$ cat src/sv/lmph_pkg.sv
`timescale 1ns / 1ps
// ----------------------------------------------------------------------------
// lmph_pkg
// Shared widths, register indexes and reset values for the level meter.
// ----------------------------------------------------------------------------
package lmph_pkg;

    // Field widths
    localparam int CH_W     = 3;
    localparam int LEVEL_W  = 16;
    localparam int TIME_W   = 32;
    localparam int ELAPSE_W = 16;
    localparam int CFG_W    = 16;
    localparam int CFG_IDX_W = 2;

    // Packed stream widths, padded to whole bytes
    localparam int IN_BITS   = CH_W + LEVEL_W + TIME_W + ELAPSE_W;
    localparam int IN_DATA_W = ((IN_BITS + 7) / 8) * 8;
    localparam int OUT_BITS   = CH_W + 2 * LEVEL_W;
    localparam int OUT_DATA_W = ((OUT_BITS + 7) / 8) * 8;

    // Default channel count
    localparam int CHANNELS_DEFAULT = 8;

    // Register indexes
    typedef enum logic [CFG_IDX_W-1:0] {
        REG_SMOOTHING_WEIGHT = 2'd0,
        REG_HOLD_TIME_MS     = 2'd1,
        REG_DECAY_PER_MS     = 2'd2
    } cfg_reg_t;

    // Register reset values
    localparam logic [CFG_W-1:0] SMOOTHING_WEIGHT_RST = 16'd39322;
    localparam logic [CFG_W-1:0] HOLD_TIME_MS_RST     = 16'd1500;
    localparam logic [CFG_W-1:0] DECAY_PER_MS_RST     = 16'd33;

    // Full scale of a Q0.16 level
    localparam logic [LEVEL_W-1:0] LEVEL_MAX = {LEVEL_W{1'b1}};

endpackage

$ cat src/sv/level_meter_peak_hold.sv
`timescale 1ns / 1ps
// ----------------------------------------------------------------------------
// level_meter_peak_hold
// Multi-channel level meter: exponential moving-average smoothing and peak hold/decay.
// ----------------------------------------------------------------------------
// Usage:
//   Items arrive on the s_ stream: channel, raw level, current time and time
//   since the last frame. Each item yields one result item on the m_ stream
//   with the channel's smoothed level and its peak after hold and decay.
//   Settings are written through cfg_we / cfg_index / cfg_data while idle;
//   an index beyond the last register is ignored.
// Throughput:
//   One item per clock cycle sustained while m_tready is high. m_tvalid rises
//   when its item reaches the result register: the item first sits in the input
//   register (the level and decay products are formed on the way in) while the
//   per-channel read-modify-write feeds the result register.
// Reset:
//   Clears all per-channel smoothed levels, peaks and peak times, empties
//   both stages and loads the registers with their default values.
// Stalls:
//   When m_tready is low the result register holds its item; the input
//   register still fills, and s_tready drops only once both are full.
//   A channel not below CHANNELS leaves the stores alone and reports zeros.
// ----------------------------------------------------------------------------
module level_meter_peak_hold #(
    parameter int CHANNELS = lmph_pkg::CHANNELS_DEFAULT
) (
    input  logic                              clk,
    input  logic                              rst_n,
    // configuration write port
    input  logic                              cfg_we,
    input  logic [lmph_pkg::CFG_IDX_W-1:0]    cfg_index,
    input  logic [lmph_pkg::CFG_W-1:0]        cfg_data,
    // input stream
    input  logic                              s_tvalid,
    output logic                              s_tready,
    // s_tdata, from bit 0: channel[3], raw_level[16], now_ms[32],
    // elapsed_ms[16], zero padding
    input  logic [lmph_pkg::IN_DATA_W-1:0]    s_tdata,
    // result stream
    output logic                              m_tvalid,
    input  logic                              m_tready,
    // m_tdata, from bit 0: out_channel[3], smoothed_level[16],
    // peak_level[16], zero padding
    output logic [lmph_pkg::OUT_DATA_W-1:0]   m_tdata
);

    import lmph_pkg::*;

    // Only channels reachable through the 3-bit field need storage
    localparam int CH_SPAN = 2 ** CH_W;
    localparam int DEPTH   = (CHANNELS < CH_SPAN) ? CHANNELS : CH_SPAN;
    localparam int IDX_W   = (DEPTH > 1) ? $clog2(DEPTH) : 1;

    // Configuration registers
    logic [CFG_W-1:0] smoothing_weight_reg;
    logic [CFG_W-1:0] hold_time_ms_reg;
    logic [CFG_W-1:0] decay_per_ms_reg;

    always_ff @(posedge clk or negedge rst_n)
    begin
        if (!rst_n)
        begin
            smoothing_weight_reg <= SMOOTHING_WEIGHT_RST;
            hold_time_ms_reg     <= HOLD_TIME_MS_RST;
            decay_per_ms_reg     <= DECAY_PER_MS_RST;
        end
        else if (cfg_we)
        begin
            unique case (cfg_index)
                REG_SMOOTHING_WEIGHT: smoothing_weight_reg <= cfg_data;
                REG_HOLD_TIME_MS:     hold_time_ms_reg     <= cfg_data;
                REG_DECAY_PER_MS:     decay_per_ms_reg     <= cfg_data;
                default: ;
            endcase
        end
    end

    // Unpack input item
    logic [CH_W-1:0]     s_channel;
    logic [LEVEL_W-1:0]  s_raw;
    logic [TIME_W-1:0]   s_now;
    logic [ELAPSE_W-1:0] s_elapsed;

    assign s_channel = s_tdata[CH_W-1:0];
    assign s_raw     = s_tdata[CH_W +: LEVEL_W];
    assign s_now     = s_tdata[CH_W+LEVEL_W +: TIME_W];
    assign s_elapsed = s_tdata[CH_W+LEVEL_W+TIME_W +: ELAPSE_W];

    // Products that depend only on the item and settings, formed on entry
    logic [LEVEL_W:0]     w_comp;
    logic [31:0]          raw_prod;
    logic [31:0]          decay_prod;
    logic [LEVEL_W-1:0]   decay_sat;

    assign w_comp     = 17'h10000 - {1'b0, smoothing_weight_reg};
    assign raw_prod   = 32'(s_raw) * 32'(w_comp);
    assign decay_prod = 32'(s_elapsed) * 32'(decay_per_ms_reg);
    assign decay_sat  = (|decay_prod[31:16]) ? LEVEL_MAX : decay_prod[15:0];

    // Pipeline control
    logic in_valid_reg;
    logic out_valid_reg;
    logic advance;
    logic s_take;

    assign advance  = !out_valid_reg || m_tready;
    assign s_tready = !in_valid_reg || advance;
    assign s_take   = s_tvalid && s_tready;
    assign m_tvalid = out_valid_reg;

    always_ff @(posedge clk or negedge rst_n)
    begin
        if (!rst_n)
        begin
            in_valid_reg  <= 1'b0;
            out_valid_reg <= 1'b0;
        end
        else
        begin
            if (s_tready)
            begin
                in_valid_reg <= s_tvalid;
            end
            if (advance)
            begin
                out_valid_reg <= in_valid_reg;
            end
        end
    end

    // Input register
    logic [CH_W-1:0]    ch_reg;
    logic [31:0]        raw_term_reg;
    logic [TIME_W-1:0]  now_reg;
    logic [LEVEL_W-1:0] decay_reg;

    always_ff @(posedge clk)
    begin
        if (s_take)
        begin
            ch_reg       <= s_channel;
            raw_term_reg <= raw_prod;
            now_reg      <= s_now;
            decay_reg    <= decay_sat;
        end
    end

    // Per-channel stores
    logic [LEVEL_W-1:0] sm_store_reg   [DEPTH];
    logic [LEVEL_W-1:0] pk_store_reg   [DEPTH];
    logic [TIME_W-1:0]  pt_store_reg   [DEPTH];

    logic               in_range;
    logic [IDX_W-1:0]   idx;
    logic               commit;

    assign in_range = 32'(ch_reg) < 32'(CHANNELS);
    assign idx      = IDX_W'(ch_reg);
    assign commit   = advance && in_valid_reg && in_range;

    // Smoothing and peak update
    logic [LEVEL_W-1:0]   sm_old;
    logic [LEVEL_W-1:0]   pk_old;
    logic [TIME_W-1:0]    pt_old;
    logic [31:0]          old_term;
    logic [32:0]          acc;
    logic [LEVEL_W-1:0]   sm_new;
    logic                 new_peak;
    logic [LEVEL_W-1:0]   pk_mid;
    logic [TIME_W-1:0]    pt_new;
    logic [TIME_W-1:0]    age;
    logic                 decay_on;
    logic [LEVEL_W-1:0]   pk_new;

    always_comb
    begin
        sm_old   = sm_store_reg[idx];
        pk_old   = pk_store_reg[idx];
        pt_old   = pt_store_reg[idx];
        old_term = 32'(sm_old) * 32'(smoothing_weight_reg);
        acc      = {1'b0, raw_term_reg} + {1'b0, old_term} + 33'd32768;
        sm_new   = acc[32] ? LEVEL_MAX : acc[31:16];
        new_peak = sm_new > pk_old;
        pk_mid   = new_peak ? sm_new : pk_old;
        pt_new   = new_peak ? now_reg : pt_old;
        age      = now_reg - pt_new;
        decay_on = age > {16'd0, hold_time_ms_reg};
        if (!decay_on)
        begin
            pk_new = pk_mid;
        end
        else if (pk_mid > decay_reg)
        begin
            pk_new = pk_mid - decay_reg;
        end
        else
        begin
            pk_new = '0;
        end
    end

    always_ff @(posedge clk or negedge rst_n)
    begin
        if (!rst_n)
        begin
            for (int i = 0; i < DEPTH; i++)
            begin
                sm_store_reg[i] <= '0;
                pk_store_reg[i] <= '0;
                pt_store_reg[i] <= '0;
            end
        end
        else if (commit)
        begin
            sm_store_reg[idx] <= sm_new;
            pk_store_reg[idx] <= pk_new;
            pt_store_reg[idx] <= pt_new;
        end
    end

    // Result register
    logic [CH_W-1:0]    out_ch_reg;
    logic [LEVEL_W-1:0] out_sm_reg;
    logic [LEVEL_W-1:0] out_pk_reg;

    always_ff @(posedge clk)
    begin
        if (advance && in_valid_reg)
        begin
            out_ch_reg <= ch_reg;
            out_sm_reg <= in_range ? sm_new : '0;
            out_pk_reg <= in_range ? pk_new : '0;
        end
    end

    assign m_tdata = {{(OUT_DATA_W - OUT_BITS){1'b0}}, out_pk_reg, out_sm_reg, out_ch_reg};

    // Assertions
    a_out_of_range_zero: assert property (@(posedge clk) disable iff (!rst_n)
        (m_tvalid && (32'(out_ch_reg) >= 32'(CHANNELS)))
            |-> (out_sm_reg == '0 && out_pk_reg == '0))
        else $error("out-of-range channel reported non-zero levels");

    a_stage_moves: assert property (@(posedge clk) disable iff (!rst_n)
        (advance && in_valid_reg) |=> out_valid_reg)
        else $error("item lost between input and result register");

    a_ready_when_empty: assert property (@(posedge clk) disable iff (!rst_n)
        !out_valid_reg |-> s_tready)
        else $error("input stalled with empty result register");

    a_held_peak_covers: assert property (@(posedge clk) disable iff (!rst_n)
        (commit && !decay_on) |=> (out_pk_reg >= out_sm_reg))
        else $error("held peak below smoothed level");

    a_new_peak_no_decay: assert property (@(posedge clk) disable iff (!rst_n)
        (commit && new_peak) |-> !decay_on)
        else $error("fresh peak decayed in the same item");

endmodule
$ cat config.mk
export PLATFORM = sky130hd
export DESIGN_NAME = level_meter_peak_hold
export DESIGN_NICKNAME = d
export VERILOG_FILES = /design/src/sv/lmph_pkg.sv /design/src/sv/level_meter_peak_hold.sv
export SDC_FILE = /design/constraint.sdc
export NUM_CORES = 2
export LEC_CHECK = 0
export BUFFER_PORTS_ARGS = -buffer_cell sky130_fd_sc_hd__buf_2
export CORE_MARGIN = 2
export CORE_UTILIZATION = 60
export DETAILED_ROUTE_END_ITERATION = 16
export PLACE_DENSITY_LB_ADDON = 0.08
export SLEW_MARGIN = 10
export SYNTH_ARGS = -nofsm -noshare
export SYNTH_HDL_FRONTEND = slang
export SYNTH_SLANG_ARGS = --single-unit
$ cat constraint.sdc
create_clock -name clk -period 30.1 [get_ports clk]
set_input_delay 6.02 -clock clk [delete_from_list [all_inputs] [get_ports clk]]
set_output_delay 6.02 -clock clk [all_outputs]
set_load 0.01 [all_outputs]
==> results by group <==
Clock network
  • TritonCTS Buffers: 77
  • Root Buffer: clkbuf_16
  • H-tree Lvls: 3
  • CTS resizes: 0
  • Clk_lat worst skew: 0.66 ns
  • CTS Sinks: 680
  • Clock buffer depth: 3
  • Hold-fix buffers at CTS: 0
  • CTS tree: done
  • Clk slew on worst S/H paths: 0.06 ns
  • Buffer count from post-CTS setup fixing: 0

Critical path
  • Most used cell, CP: fa_1
  • Reg-to-reg endpoint: pk_store_reg[127]
  • CP Class: flip-flop to flip-flop
  • Endpoint type of the worst setup path: flip-flop
  • FF-to-FF Start: ch_reg[0]
  • Slowest stage delay, CP: 0.84 ns
  • Crit path max fanout: 41
  • CP arrival: 20.79 ns
  • Worst reg2reg setup slack: 9.83 ns
  • Slowest stage cell, crit path: nand4_1
  • Reg2Reg Depth: 74
  • CP Launch Type: flip-flop
  • Worst EP required: 30.62 ns

Logic synthesis
  • Post-Synth Adder-Cell Area: 0.3059
  • Largest family of logic cells by synthesized area: adder cells
  • Ys flop type: dfrtp_1
  • Post-synth EDFFs: 118
  • Synth Register Bits: 680
  • Simple-gate portion of the synthesized area: 0.1417
  • Post-Syn Instances: 6,006
  • Synth cell types: 99
  • XOR/XNOR share of the synthesized area: 0.01479
  • Yosys warnings: 0
  • Mean area per synthesized cell: 9.561 um2
  • Dominant cells by area after synthesis: dfrtp_1 24%, fa_1 22%, ha_1 8.6%
  • Top cells by count, synth: 950 x nand2_1, 898 x inv_1, 628 x fa_1
  • Synth Cell Area: 57,420 um2
  • Most frequent cell after synthesis: nand2_1
  • Synth Area in Compound Gates: 0.1219
  • Post-synthesis mux area share: 0.02704
  • Post-synth top area share: 0.2375
  • Async SR Flop Fraction: 0.8265
  • Part of the Yosys area used for sequential elements: 0.3070
  • Synth area leader: dfrtp_1

Detailed routing
  • Via-to-Cell Ratio: 5.717
  • Vias post-DR: 41,720
  • DRT Wirelength: 147,300 um
  • DR top layer: met4
  • Wl on met1: 63,940 um
  • Drt wl/cell: 20.18 um
  • # DRC: 0
  • Drt first pass iters: 5
  • Met3 wire length: 8211 um
  • Met2 wire length: 71,190 um
  • Routed Antenna Nets: 0
  • Initial DRC count: 3,230

Timing
  • Final slew viol count: 0
  • Fin. Hold Viols: 0
  • Slew headroom: 0.1673
  • RSZ-0062 raised after global routing: no
  • Crit path time final: 20.27 ns
  • Final setup skew: 0.04273 ns
  • Actual slew at the worst max-slew pin: 1.245 ns
  • Max Clk Rate: 49.33 MHz
  • Setup Viol. Count Final: 0
  • Setup TNS: 0 ns
  • Fin crit share: 0.6735

Global route
  • Overflow left after global routing: 0
  • First-pass GRT wire length: 237,200 um
  • Vias in the first global route: 42,800
  • Largest net degree at the start of global routing: 99
  • Total Routing Usage GR: 0.3077
  • Initial antenna violation count: 7

Placed design
  • DP HPWL: 102,300 um
  • Area after DPL: 59,070 um2
  • GPL Wtd Cong: 0.8824
  • Port bufs: 126

Worst hold path
  • Hold crit path type: flip-flop to flip-flop
  • Worst Hold Depth: 2
  • Hold path startpoint: pt_store_reg[200]
  • Worst Hold End: pt_store_reg[200]

Layout
  • Max reg flops: 256
  • Filler cell count in the final layout: 7,813
  • Layout cell share with drive strength beyond 1: 0.08192
  • Design area: 61,780 um2
  • Utilization after layout: 0.6512
  • Layout Area Growth over Synthesis: 7.581%
  • Final nets: 7,085

Floorplan
  • Initial core utilization: 0.6053
  • Die Footprint: 98,190 um2
  • Die Y-Extent: 313.4 um
  • Die width: 313.4 um
  • I/O pins: 137
  • Core box area: 94,870 um2
  • Site row count: 113

Flow run
  • Max-cap violations: 0

Run status
  • Status: finished clean
layout by cell type (no fill, tap or decap), types with 67 or more instances in the layout:
cell       instances
a21oi_1          105
dfrtp_1          545
mux2_2            73
ha_1             395
nor2_1           110
and2_1           395
o21ai_1          135
a22oi_1          118
buf_2            125
o21ai_0          442
inv_1            898
xnor2_1           72
edfxtp_1         118
buf_4             67
clkbuf_16         79
fa_1             628
nand2_1          942
through the flow:
stage | cells | worst slack, ns | hold slack (ns)
floorplan | 6010 | 13.03 | 0.4206
CTS | 7295 | 9.986 | 0.4788
global placement | 7153 | 10.30 | 0.4547
detailed placement | 7153 | 10.08 | 0.4662
finish | 7297 | 9.828 | 0.4731
global route | 7295 | 8.601 | 0.4965
routing by layer:
metal / up-vias / track usage
met5: - / 0
met4: 0 / 0.08721
met3: 223 / 0.03391
met2: 1147 / 0.5182
met1: 20970 / 0.4256
li1: 19380 / -
area by class of cell:
| class | count | area, um2 | area share |
|---|---|---|---|
| multi-input combinational | 4098 | 35270 | 0.5710 |
| sequential | 680 | 17630 | 0.2854 |
| inverter | 917 | 3447 | 0.05580 |
| clock buffer | 109 | 2223 | 0.03599 |
| tap | 1265 | 1583 | 0.02562 |
| timing repair buffer | 193 | 1144 | 0.01851 |
| clock inverter | 33 | 474.2 | 0.007676 |
| antenna | 2 | 5.005 | 0.00008102 |
worst max path at each step:
| stage | from | endpoint | depth (start not counted) |
|---|---|---|---|
| floorplan | ch_reg[2] | out_pk_reg[12] | 78 |
| global placement | ch_reg[0] | pk_store_reg[111] | 71 |
| detailed placement | ch_reg[0] | pk_store_reg[79] | 74 |
| CTS | ch_reg[0] | out_pk_reg[12] | 74 |
| global route | ch_reg[0] | out_pk_reg[12] | 75 |
| finish | ch_reg[0] | pk_store_reg[127] | 74 |
worst max-delay path: cells and delay by family, from the launching register on:
| kind | cells | cell delay, ns |
|---|---|---|
| DFF | 1 | 0.33 |
| buffers and inverters | 11 | 2.25 |
| xor gates and xnor gates | 2 | 0.17 |
| AOI/OAI and AO/OA | 25 | 6.15 |
| adders and majority gates | 14 | 5.42 |
| and+or+nand+nor | 19 | 4.78 |
| muxes | 3 | 0.92 |
kinds of logic (layout without fill, tap and decap cells):
family	count (synthesis)	after routing
xor+xnor	97	97
compound gates	1124	1124
fa+ha+maj	1028	1028
flops	680	680
mux	118	118
simple gates	1726	1726
buf+inv	1232	1252
other cells	1	7
Power is not shown: default switching activity piles up to over one toggle a cycle in this logic, so the estimate is an artifact.
